<file path="src/rtl/core/sbc_pkg.sv">
// Shared constants and types for the segment bounce collision pipeline.
package sbc_pkg;

	localparam int COORD_WIDTH_DEFAULT = 24;
	localparam int VEL_WIDTH = 12;
	// quotient bits resolved in each divider stage
	localparam int DIV_BITS = 2;

	typedef struct packed {
		logic hit;
		logic neg_x;
		logic neg_y;
	} sbc_flags_t;

endpackage

</file>
<file path="src/rtl/core/sbc_back.sv">
// Rounding, bounce position, saturation and the result register.
module sbc_back #(
	parameter int COORD_WIDTH = sbc_pkg::COORD_WIDTH_DEFAULT
) (
	input  logic                                     clk,
	input  logic                                     arst_n,
	input  logic                                     in_valid,
	output logic                                     in_ready,
	input  sbc_pkg::sbc_flags_t                      flags_in,
	input  logic [COORD_WIDTH:0]                     q_x,
	input  logic [COORD_WIDTH:0]                     q_y,
	input  logic [COORD_WIDTH+sbc_pkg::VEL_WIDTH+2:0] rem_x,
	input  logic [COORD_WIDTH+sbc_pkg::VEL_WIDTH+2:0] rem_y,
	input  logic [COORD_WIDTH+sbc_pkg::VEL_WIDTH+2:0] mden,
	input  logic [4*COORD_WIDTH+2*sbc_pkg::VEL_WIDTH-1:0] ctx_in,
	output logic                                     out_valid,
	input  logic                                     out_ready,
	output logic                                     hit,
	output logic signed [COORD_WIDTH-1:0]            new_pos_x,
	output logic signed [COORD_WIDTH-1:0]            new_pos_y,
	output logic signed [sbc_pkg::VEL_WIDTH-1:0]     new_vel_x,
	output logic signed [sbc_pkg::VEL_WIDTH-1:0]     new_vel_y
);

	localparam int CW   = COORD_WIDTH;
	localparam int VW   = sbc_pkg::VEL_WIDTH;
	localparam int QW   = CW + 1;
	localparam int OW   = QW + 2;
	localparam int SUMW = CW + 3;
	localparam int CTXW = 4 * CW + 2 * VW;

	function automatic logic signed [CW-1:0] sat(input logic signed [SUMW-1:0] s);
		if (s[SUMW-1:CW-1] == {(SUMW-CW+1){s[SUMW-1]}})
			return s[CW-1:0];
		else
			return s[SUMW-1] ? {1'b1, {(CW-1){1'b0}}} : {1'b0, {(CW-1){1'b1}}};
	endfunction

	function automatic logic signed [VW-1:0] neg_vel(input logic signed [VW-1:0] v);
		if (v == {1'b1, {(VW-1){1'b0}}})
			return {1'b0, {(VW-1){1'b1}}};
		else
			return -v;
	endfunction

	logic v_s1, v_s2, v_s3;
	logic rdy_s1, rdy_s2, rdy_s3;

	sbc_pkg::sbc_flags_t  flags_s1, flags_s2;
	logic [QW:0]          qr_x_s1, qr_y_s1;
	logic [CTXW-1:0]      ctx_s1, ctx_s2;
	logic signed [OW-1:0] off_x_s2, off_y_s2;
	logic signed [VW-1:0] nvx_s2, nvy_s2;

	logic                 hit_s3;
	logic signed [CW-1:0] pos_x_s3, pos_y_s3;
	logic signed [VW-1:0] vel_x_s3, vel_y_s3;

	logic                 rnd_x, rnd_y;
	logic signed [CW-1:0] wsx2, wsy2, px2, py2;
	logic signed [VW-1:0] vx1, vy1, vx2, vy2;
	logic signed [SUMW-1:0] sum_x, sum_y;

	// context layout: wall start x/y, position x/y, velocity x/y, msb first
	assign vx1  = ctx_s1[2*VW-1 -: VW];
	assign vy1  = ctx_s1[VW-1:0];
	assign wsx2 = ctx_s2[4*CW+2*VW-1 -: CW];
	assign wsy2 = ctx_s2[3*CW+2*VW-1 -: CW];
	assign px2  = ctx_s2[2*CW+2*VW-1 -: CW];
	assign py2  = ctx_s2[CW+2*VW-1 -: CW];
	assign vx2  = ctx_s2[2*VW-1 -: VW];
	assign vy2  = ctx_s2[VW-1:0];

	// round half away from zero on the magnitude
	assign rnd_x = {rem_x, 1'b0} >= {1'b0, mden};
	assign rnd_y = {rem_y, 1'b0} >= {1'b0, mden};

	assign sum_x = SUMW'(wsx2) + SUMW'(off_x_s2) + SUMW'(nvx_s2);
	assign sum_y = SUMW'(wsy2) + SUMW'(off_y_s2) + SUMW'(nvy_s2);

	assign rdy_s3   = !v_s3 || out_ready;
	assign rdy_s2   = !v_s2 || rdy_s3;
	assign rdy_s1   = !v_s1 || rdy_s2;
	assign in_ready = rdy_s1;

	always_ff @(posedge clk or negedge arst_n) begin
		if (!arst_n) begin
			v_s1 <= 1'b0;
			v_s2 <= 1'b0;
			v_s3 <= 1'b0;
		end else begin
			if (rdy_s1) v_s1 <= in_valid;
			if (rdy_s2) v_s2 <= v_s1;
			if (rdy_s3) v_s3 <= v_s2;
		end
	end

	always_ff @(posedge clk) begin
		if (rdy_s1 && in_valid) begin
			qr_x_s1  <= (QW+1)'(q_x) + (QW+1)'(rnd_x);
			qr_y_s1  <= (QW+1)'(q_y) + (QW+1)'(rnd_y);
			flags_s1 <= flags_in;
			ctx_s1   <= ctx_in;
		end
		if (rdy_s2 && v_s1) begin
			off_x_s2 <= flags_s1.neg_x ? -$signed({1'b0, qr_x_s1}) : $signed({1'b0, qr_x_s1});
			off_y_s2 <= flags_s1.neg_y ? -$signed({1'b0, qr_y_s1}) : $signed({1'b0, qr_y_s1});
			nvx_s2   <= neg_vel(vx1);
			nvy_s2   <= neg_vel(vy1);
			flags_s2 <= flags_s1;
			ctx_s2   <= ctx_s1;
		end
		// without a hit, pass position and velocity through
		if (rdy_s3 && v_s2) begin
			hit_s3   <= flags_s2.hit;
			pos_x_s3 <= flags_s2.hit ? sat(sum_x) : px2;
			pos_y_s3 <= flags_s2.hit ? sat(sum_y) : py2;
			vel_x_s3 <= flags_s2.hit ? nvx_s2 : vx2;
			vel_y_s3 <= flags_s2.hit ? nvy_s2 : vy2;
		end
	end

	assign out_valid = v_s3;
	assign hit       = hit_s3;
	assign new_pos_x = pos_x_s3;
	assign new_pos_y = pos_y_s3;
	assign new_vel_x = vel_x_s3;
	assign new_vel_y = vel_y_s3;

endmodule

</file>
<file path="config.mk">
export PLATFORM = sky130hd
export DESIGN_NAME = sbc_back
export DESIGN_NICKNAME = d
export VERILOG_FILES = /design/src/rtl/core/sbc_pkg.sv /design/src/rtl/core/sbc_back.sv
export SDC_FILE = /design/constraint.sdc
export NUM_CORES = 1
export LEC_CHECK = 0
export BUFFER_PORTS_ARGS = -buffer_cell sky130_fd_sc_hd__buf_4
export CORE_UTILIZATION = 24
export DETAILED_ROUTE_END_ITERATION = 6
export PLACE_DENSITY = 0.47
export SETUP_SLACK_MARGIN = 0.4
export SLEW_MARGIN = 10
export SYNTH_ARGS = -nofsm -noshare
export SYNTH_HDL_FRONTEND = slang
export SYNTH_SLANG_ARGS = --single-unit
</file>
<file path="constraint.sdc">
create_clock -name clk -period 7.6 [get_ports clk]
set_input_delay 1.52 -clock clk [delete_from_list [all_inputs] [get_ports clk]]
set_output_delay 1.52 -clock clk [all_outputs]
set_load 0.02 [all_outputs]
</file>
==> flow_summary.json, run 1 <==
{
  "synth.largest_area_cell": "edfxtp_1",
  "hold_path_class": "register to register",
  "drv_cap": 0,
  "dr.pass1.iters": 5,
  "netlist_area_um2": 22580,
  "use_met1": 0.1516,
  "fin_nets": 2506,
  "synth_top_area_frac": 0.5946,
  "path_max_fanout": 5,
  "htree_num_levels": 2,
  "overflow": 0,
  "drive_gt1_frac": 0.2569,
  "areaGrowthSynthToFinish_pct": 26.69,
  "cts-buffers-inserted": 53,
  "clk_latency_ns": 0.59,
  "cts-root-buf": "clkbuf_16",
  "vias_per_cell": 4.281,
  "yosysWarnings": 0,
  "synth.distinct_cells": 81,
  "finalHoldViolCount": 0,
  "critPathLaunchType": "input pin",
  "top_usage_layer": "met2",
  "use_met3": 0.04385,
  "r2r_cells": 12,
  "wl_per_cell_um": 18.42,
  "setup_viol": 0,
  "grt_setup_unrepaired": "no",
  "ant_nets": 0,
  "fp-row-count": 112,
  "start_util": 0.2423,
  "async_reset_ff_frac": 0.006667,
  "ir_drop_v": 0.0001866,
  "die_area_um2": 95300,
  "synth_cells": 1621,
  "grt_max_degree": 107,
  "cts_tree": "done",
  "yosys_register_bits": 450,
  "syn-num-nets": 2103,
  "drtIter0Drc": 914,
  "finish.utilization": 0.3069,
  "powerDensity_nw_per_um2": 288.8,
  "seq_area_frac_synth": 0.5979,
  "cts_resized": 0,
  "post_cts_buffers": 0,
  "fin_skew_ns": 0.01493,
  "fp.coreArea_um2": 93190,
  "worst_setup_path_end_kind": "register",
  "routed_wl_um": 61180,
  "fin_crit_ns": 5.180,
  "cts_sinks": 450,
  "fmax_mhz": 193.0,
  "die_w_um": 308.7,
  "met2_usage": 0.2103,
  "gp_congestion": 0.8469,
  "clkTransAtPathRegs_ns": 0.06,
  "arrival_ns": 5.51,
  "clockBufferDepth": 3,
  "cp.required_ns": 7.93,
  "drv_slew": 0,
  "grt_pass1_wl_um": 89340,
  "fin_crit_sh": 0.6816,
  "dr_total_vias": 14220,
  "worstHoldPathCells": 0,
  "io_buffers": 368,
  "synth.most_common_cell": "edfxtp_1",
  "worstMarginPinSlew_ns": 1.036,
  "status": "completed",
  "ys_top_cells_by_count": "edfxtp_1, nand2_1, ha_1",
  "cts_hold_buffers": 0,
  "io_pins": 369,
  "ys.flop_type": "edfxtp_1",
  "synth_area_leaders": "edfxtp_1, ha_1, fa_1",
  "final.setup.tns_ns": 0,
  "grt_use_total": 0.1255,
  "grt_pass1_vias": 14831,
  "drcViolationCount": 0,
  "path_class": "input pin to register",
  "synth.avg_cell_area_um2": 13.93,
  "die_height_um": 308.7,
  "relSlewSlack": 0.3094,
  "hpwl_um": 47320,
  "antenna_found_initial": 10,
  "power_mw": 8.258,
  "p_leak_nw": 11.00,
  "synth-edff-count": 447
}
## registers in the layout, indices dropped and copies added, names as in the netlist, 3 cells and up
register / cells
qr_y_s1: 26
new_vel_y: 12
off_x_s2: 27
new_vel_x: 12
ctx_s1: 120
nvy_s2: 12
flags_s1: 3
off_y_s2: 27
ctx_s2: 120
new_pos_y: 24
nvx_s2: 12
qr_x_s1: 26
new_pos_x: 24
## final cells by class
class / count / area [µm²]
Fill cell: 9375 / 64590
Clock inverter: 32 / 315.3
Tap cell: 1254 / 1569
Inverter: 78 / 292.8
Multi-Input combinational cell: 1061 / 8587
Timing Repair Buffer: 380 / 2878
Clock buffer: 66 / 1458
Sequential cell: 450 / 13500
Antenna cell: 1 / 2.502
## metal layers
| layer | wire (µm) | vias to the layer above | part of all wire |
|---|---|---|---|
| met5 | 123 | - | 0.0020 |
| li1 | - | 6891 | - |
| met4 | 1458 | 20 | 0.024 |
| met1 | 25640 | 6839 | 0.42 |
| met2 | 28960 | 371 | 0.47 |
| met3 | 4995 | 99 | 0.082 |
## worst paths after layout
kind	from	end	slack, ns
max	mden[1]	qr_x_s1[24]	2.42
min	ctx_s1[93]	ctx_s2[93]	0.42
max reg2reg	ctx_s2[97]	new_pos_x[4]	2.61
min reg2reg	ctx_s1[93]	ctx_s2[93]	0.42
max in group asynchronous	arst_n	out_valid	6.80
min in group asynchronous	arst_n	v_s1	0.71
## power breakdown
| group | internal (mW) | switching, mW | total (mW) |
|---|---|---|---|
| logic | 0.968 | 1.46 | 2.43 |
| registers | 3.13 | 0.146 | 3.27 |
| clock network | 1.53 | 1.03 | 2.56 |
| total | 5.63 | 2.63 | 8.26 |
## kinds of logic after synthesis
family	share of synthesized area
DFF	0.5979
and+or+nand+nor	0.08408
AOI/OAI and AO/OA	0.09899
adders and majority gates	0.1222
xor gates and xnor gates	0.06008
buffers and inverters	0.02206
muxes	0.01474
## per-stage QoR
step                std cells  setup WS (ns)  hold slack, ns  area, µm²
floorplan                1621         0.8638          0.4003      22580
global placement         3223          1.721          0.4042      26820
detailed placement       3223          1.651          0.4045      26820
CTS                      3321          2.295          0.4181      28600
global route             3321          2.055          0.4233      28600
finish                   3322          2.420          0.4158      28600
## critical path: stages
cell       delay [ns]
buf_4            0.08
inv_1            0.04
ha_1             0.26
nor2b_1          0.12
o21a_1           0.11
o21a_1           0.11
o21a_1           0.12
o21a_1           0.10
o21ai_0          0.07
a21oi_1          0.15
a2111oi_0        0.09
buf_4            0.16
o21ai_0          0.57
ha_1             0.37
ha_1             0.22
nand3_1          0.12
nor2_1           0.20
and3_1           0.24
nor2b_1          0.30
nand2_1          0.22
nor3_1           0.23
xor2_1           0.10
## cells in the final DEF, fill, tap and decap left out, types with 5 or more instances in the layout
cell type / instances
edfxtp_1: 447
buf_4: 378
nand2_1: 138
ha_1: 134
xnor2_1: 108
nor2_1: 85
inv_1: 77
a21oi_1: 58
o21ai_0: 56
clkbuf_16: 55
fa_1: 54
xor2_1: 45
a21o_1: 37
nand3_1: 30
mux2_2: 26
nand4_1: 25
nand2b_1: 23
o2bb2ai_1: 21
o21a_1: 16
nor3_1: 16
o311ai_2: 16
nor2b_1: 14
and3_1: 14
o31ai_1: 12
o41ai_1: 11
or4_1: 10
nor4_1: 9
a31oi_1: 9
clkinv_1: 9
a211oi_1: 8
or3_1: 7
clkbuf_1: 7
clkinv_2: 6
o211ai_1: 5
o221ai_2: 5
bufinv_16: 5
clkinv_4: 5
Power figures use the tool's default switching activity.
==> run 2: changes to the inputs <==
clock period = 5 ns   (was 7.6 ns; I/O delays follow)
==> flow_summary.json, run 2 (synthesis gave the netlist of run 1 again) <==
{
  "clockBufferDepth": 3,
  "setup_viol": 0,
  "r2r_setup_slack_ns": 0.57,
  "cts-root-buf": "clkbuf_16",
  "die_w_um": 308.7,
  "grt_pass1_vias": 15258,
  "finalHoldViolCount": 0,
  "r2r_cells": 13,
  "areaGrowthSynthToFinish_pct": 27.47,
  "relSlewSlack": 0.3621,
  "start_util": 0.2423,
  "grt_use_total": 0.1293,
  "worstMarginPinSlew_ns": 0.9568,
  "p_int_mw": 8.580,
  "worst_setup_path_end_kind": "register",
  "hpwl_um": 47990,
  "path_cells": "fa_1 > ha_1 > fa_1 > a211oi_1 > nor2_1 > o21ai_1 > o21ai_2 > or4_1 > nand3_1 > a32oi_2 > buf_4 > nor2_1 > a21oi_1",
  "met2_usage": 0.2159,
  "layout_commonest_cell": "edfxtp_1",
  "vias_per_cell": 4.275,
  "cpPeakStageDelay_ns": 0.49,
  "dr_total_vias": 14286,
  "swShare": 0.3264,
  "reg_top3": "ctx_s1 x120, ctx_s2 x120",
  "fin_crit_sh": 0.8851,
  "cp.required_ns": 5.34,
  "r2r-start": "ctx_s2[97]",
  "hold_path_class": "input pin to asynchronous set/reset pin",
  "drive_gt1_frac": 0.2637,
  "powerDensity_nw_per_um2": 442.7,
  "drv_slew": 0,
  "switchingPower_mw": 4.158,
  "die_height_um": 308.7,
  "ir_drop_v": 0.0002361,
  "status": "completed",
  "ant_nets": 0,
  "top_usage_layer": "met2",
  "cts_hold_buffers": 0,
  "critPathLaunchType": "register",
  "gp_congestion": 0.8329,
  "path_class": "register to register",
  "cts_sinks": 450,
  "power_frac_clock": 0.308,
  "arrival_ns": 4.77,
  "path_max_fanout": 13,
  "seqPwrFrac": 0.391,
  "p_leak_nw": 11.09,
  "die_area_um2": 95300,
  "fp-row-count": 112,
  "grt_setup_unrepaired": "yes",
  "fin_nets": 2523,
  "p_comb_frac": 0.301,
  "grt_pass1_wl_um": 92270,
  "grt_max_degree": 72,
  "io_buffers": 368,
  "wl_per_cell_um": 18.84,
  "drv_cap": 0,
  "clk_latency_ns": 0.61,
  "cp-startpoint": "ctx_s2[97]",
  "drtIter0Drc": 805,
  "worstReg2RegEnd": "new_pos_x[2]",
  "power_mw": 12.74,
  "cts_tree": "done",
  "dr.pass1.iters": 5,
  "clkTransAtPathRegs_ns": 0.06,
  "fin_skew_ns": 0.02122,
  "slowest_stage": "fa_1",
  "final_cell_mix": "edfxtp_1, buf_4, nand2_1",
  "finish.utilization": 0.3088,
  "fp.coreArea_um2": 93190,
  "htree_num_levels": 2,
  "fin_crit_ns": 4.426,
  "use_met1": 0.1579,
  "drcViolationCount": 0,
  "routed_wl_um": 62950,
  "io_pins": 369,
  "cts-buffers-inserted": 56,
  "final.setup.tns_ns": 0,
  "fmax_mhz": 226.0,
  "use_met3": 0.04522,
  "antenna_found_initial": 10,
  "overflow": 0
}
run 2: cell count changes in the layout (fill, tap and decap cells not counted), sizes merged:
cell and delta:
o31a +1, buf +12, a31o +1, clkinv +4
diode +1, bufinv -1, clkinvlp +2
run 2: worst max path at each step:
| stage | to | cells after the start |
|---|---|---|
| 4_1_cts | new_pos_y[3] | 12 |
| 3_5_place_dp | qr_x_s1[24] | 23 |
| 6_report | new_pos_x[2] | 13 |
| 3_3_place_gp | qr_x_s1[24] | 23 |
| 5_1_grt | new_pos_y[3] | 12 |
| 2_1_floorplan | qr_x_s1[24] | 20 |
run 2: critical path, delay by kind of cell, from the launching register on:
kind            cells  cell delay, ns
simple gates        4            1.20
buf+inv             1            0.21
compound gates      5            1.11
flops               1            0.39
fa+ha+maj           3            1.24
run 2: final cells by class:
type,count,area [µm²]
clock inverters,37,316.6
flip-flops and latches,450,13500
diodes,2,5.005
fillers,9399,64410
clock buffers,66,1460
inverters,78,292.8
repair buffers,392,3005
multi-input cells,1063,8630
well taps,1254,1569
run 2: per-stage QoR:
step	cells	hold WS (ns)	instance area (µm²)	setup slack, ns
after floorplan	1621	0.4003	22580	0.8046
after global placement	3234	0.4032	26930	0.04676
after CTS	3337	0.1162	28710	0.4110
after global routing	3340	0.1249	28770	0.3756
final	3342	0.1790	28780	0.5744
after detailed placement	3234	0.4045	26930	-0.005830
run 2: timing repair:
action / 4_1_cts / 5_1_grt
resized for setup: 0 / 4
setup endpoints to repair: 0 / 25
buffers inserted: 0 / 1
run 2: power by group through the flow:
stage	Combinational, mW	Clock [mW]	Sequential [mW]
5_1_grt	4.26	4.24	5.03
6_report	3.84	3.92	4.98
3_3_place_gp	3.76	0	5.07
2_1_floorplan	2.32	0	5.20
3_5_place_dp	3.80	0	5.08
4_1_cts	3.81	4.09	5.00
run 2: layer usage:
layer / up-vias / wire, µm
met5: - / 103
met1: 6855 / 26670
met3: 90 / 5067
met4: 16 / 1266
met2: 376 / 29850
li1: 6949 / -
==> run 3: changes to the inputs <==
==> constraint.sdc (replaced) <==
create_clock -name clk -period 5 [get_ports clk]
set_input_delay 0.5 -clock clk [delete_from_list [all_inputs] [get_ports clk]]
set_output_delay 0.5 -clock clk [all_outputs]
set_load 0.02 [all_outputs]
==> flow_summary.json, run 3 (synthesis gave the netlist of run 1 again) <==
{
  "status": "completed",
  "start_util": 0.2423,
  "areaGrowthSynthToFinish_pct": 27.17,
  "grt_setup_unrepaired": "yes",
  "hpwl_um": 47630,
  "critPathLaunchType": "register",
  "drv_cap": 0,
  "cp.required_ns": 5.30,
  "fin_crit_sh": 0.8898,
  "finalHoldViolCount": 0,
  "clk_latency_ns": 0.60,
  "grt_use_total": 0.1268,
  "relSlewSlack": 0.3837,
  "vias_per_cell": 4.272,
  "drcViolationCount": 0,
  "reg_top3": "ctx_s1 x120, ctx_s2 x120",
  "cts-buffers-inserted": 53,
  "setup_viol": 0,
  "die_height_um": 308.7,
  "fmax_mhz": 224.8,
  "finish.utilization": 0.3081,
  "path_class": "register to register",
  "dr_total_vias": 14237,
  "io_pins": 369,
  "worstMarginPinSlew_ns": 0.9245,
  "io_buffers": 368,
  "arrival_ns": 4.75,
  "worst_setup_path_end_kind": "register",
  "p_leak_nw": 11.04,
  "powerDensity_nw_per_um2": 440.7,
  "cts_sinks": 450,
  "htree_num_levels": 2,
  "ir_drop_v": 0.0002779,
  "power_mw": 12.65,
  "fin_crit_ns": 4.449,
  "routed_wl_um": 61960,
  "clockBufferDepth": 3,
  "grt_max_degree": 108,
  "grt_pass1_wl_um": 90510,
  "clkTransAtPathRegs_ns": 0.06,
  "cts_tree": "done",
  "overflow": 0,
  "hold_path_class": "input pin to register",
  "final_cell_mix": "edfxtp_1, buf_4, nand2_1",
  "cts-root-buf": "clkbuf_16",
  "fin_skew_ns": 0.02116,
  "gp_congestion": 0.8372,
  "dr.pass1.iters": 7,
  "die_area_um2": 95300,
  "drv_slew": 0,
  "layout_commonest_cell": "edfxtp_1",
  "grt_pass1_vias": 14974,
  "wl_per_cell_um": 18.59,
  "fin_nets": 2518,
  "die_w_um": 308.7,
  "ant_nets": 0,
  "antenna_found_initial": 7,
  "fp-row-count": 112,
  "drive_gt1_frac": 0.2581,
  "drtIter0Drc": 944,
  "path_max_fanout": 11,
  "n_fill_cell": 9399,
  "fp.coreArea_um2": 93190
}
[run 3: changes by cell type in the layout (fill, tap and decap cells not counted), moves of 2 or more]
cell,change
clkinv_2,-6
clkbuf_1,+4
bufinv_16,+3
clkbuf_16,-3
inv_6,-3
buf_4,-2
clkinv_4,-2
[run 3: layer usage]
metal	routed length [µm]	up-vias	part of all wire	track usage
li1	-	6932	-	-
met3	5269	74	0.085	0.04618
met2	29590	372	0.48	0.2158
met5	94	-	0.0015	0
met1	25730	6845	0.42	0.1502
met4	1274	14	0.021	0.03263
[run 3: final timing paths]
kind	cells after the start	slack, ns	end	from
min reg2reg	0	0.40	ctx_s2[49]	ctx_s1[49]
max reg2reg	12	0.55	new_pos_y[6]	nvy_s2[1]
min	1	0.08	ctx_s1[64]	ctx_in[64]
max	12	0.55	new_pos_y[6]	nvy_s2[1]
max in group asynchronous	2	4.66	v_s2	arst_n
min in group asynchronous	2	0.25	out_valid	arst_n
[run 3: power by group]
group | total, mW | switching [mW] | internal, mW | leakage, nW
clock network | 3.89 | 1.55 | 2.34 | 0.832
logic | 3.79 | 2.28 | 1.51 | 5.86
registers | 4.97 | 0.222 | 4.75 | 4.35
[run 3: final cells by class]
class                   instances  area [µm²]  share of cell area
repair buffers                391        3000              0.1045
multi-input cells            1062        8600              0.2995
flip-flops and latches        450       13500              0.4701
well taps                    1254        1569             0.05465
clock buffers                  67        1400             0.04877
diodes                          2       5.005           0.0001743
clock inverters                29       345.3             0.01203
inverters                      78       292.8             0.01020
[run 3: through the flow]
stage          std cells  worst slack (ns)  cell area (µm²)  TNS [ns]  hold WS [ns]
5_1_grt             3331            0.3404            28710         0       0.02414
3_3_place_gp        3226           -0.2216            26870   -0.9373        0.2908
3_5_place_dp        3226           -0.2069            26870   -0.8129        0.2925
4_1_cts             3323            0.4506            28630         0       0.01587
2_1_floorplan       1621             1.015            22580         0        0.2044
6_report            3333            0.5512            28710         0       0.07686
[run 3: repair_timing]
item | 4_1_cts | 5_1_grt
setup endpoints to repair | 0 | 30
endpoints found under the hold margin | 3 | 0
setup buffers | 0 | 7
gates resized for setup | 0 | 3
hold buffers | 1 | 0
[run 3: critical path, stage by stage (launching register included)]
cell and delay [ns]:
edfxtp_1 0.46, fa_1 0.46, ha_1 0.26, fa_1 0.43, a21o_2 0.24, o2bb2ai_1 0.15, o221a_2 0.31, a22oi_2 0.26
o21ai_4 0.12, a21oi_1 0.20, xor2_1 0.47, a31o_2 0.61, o311ai_2 0.19
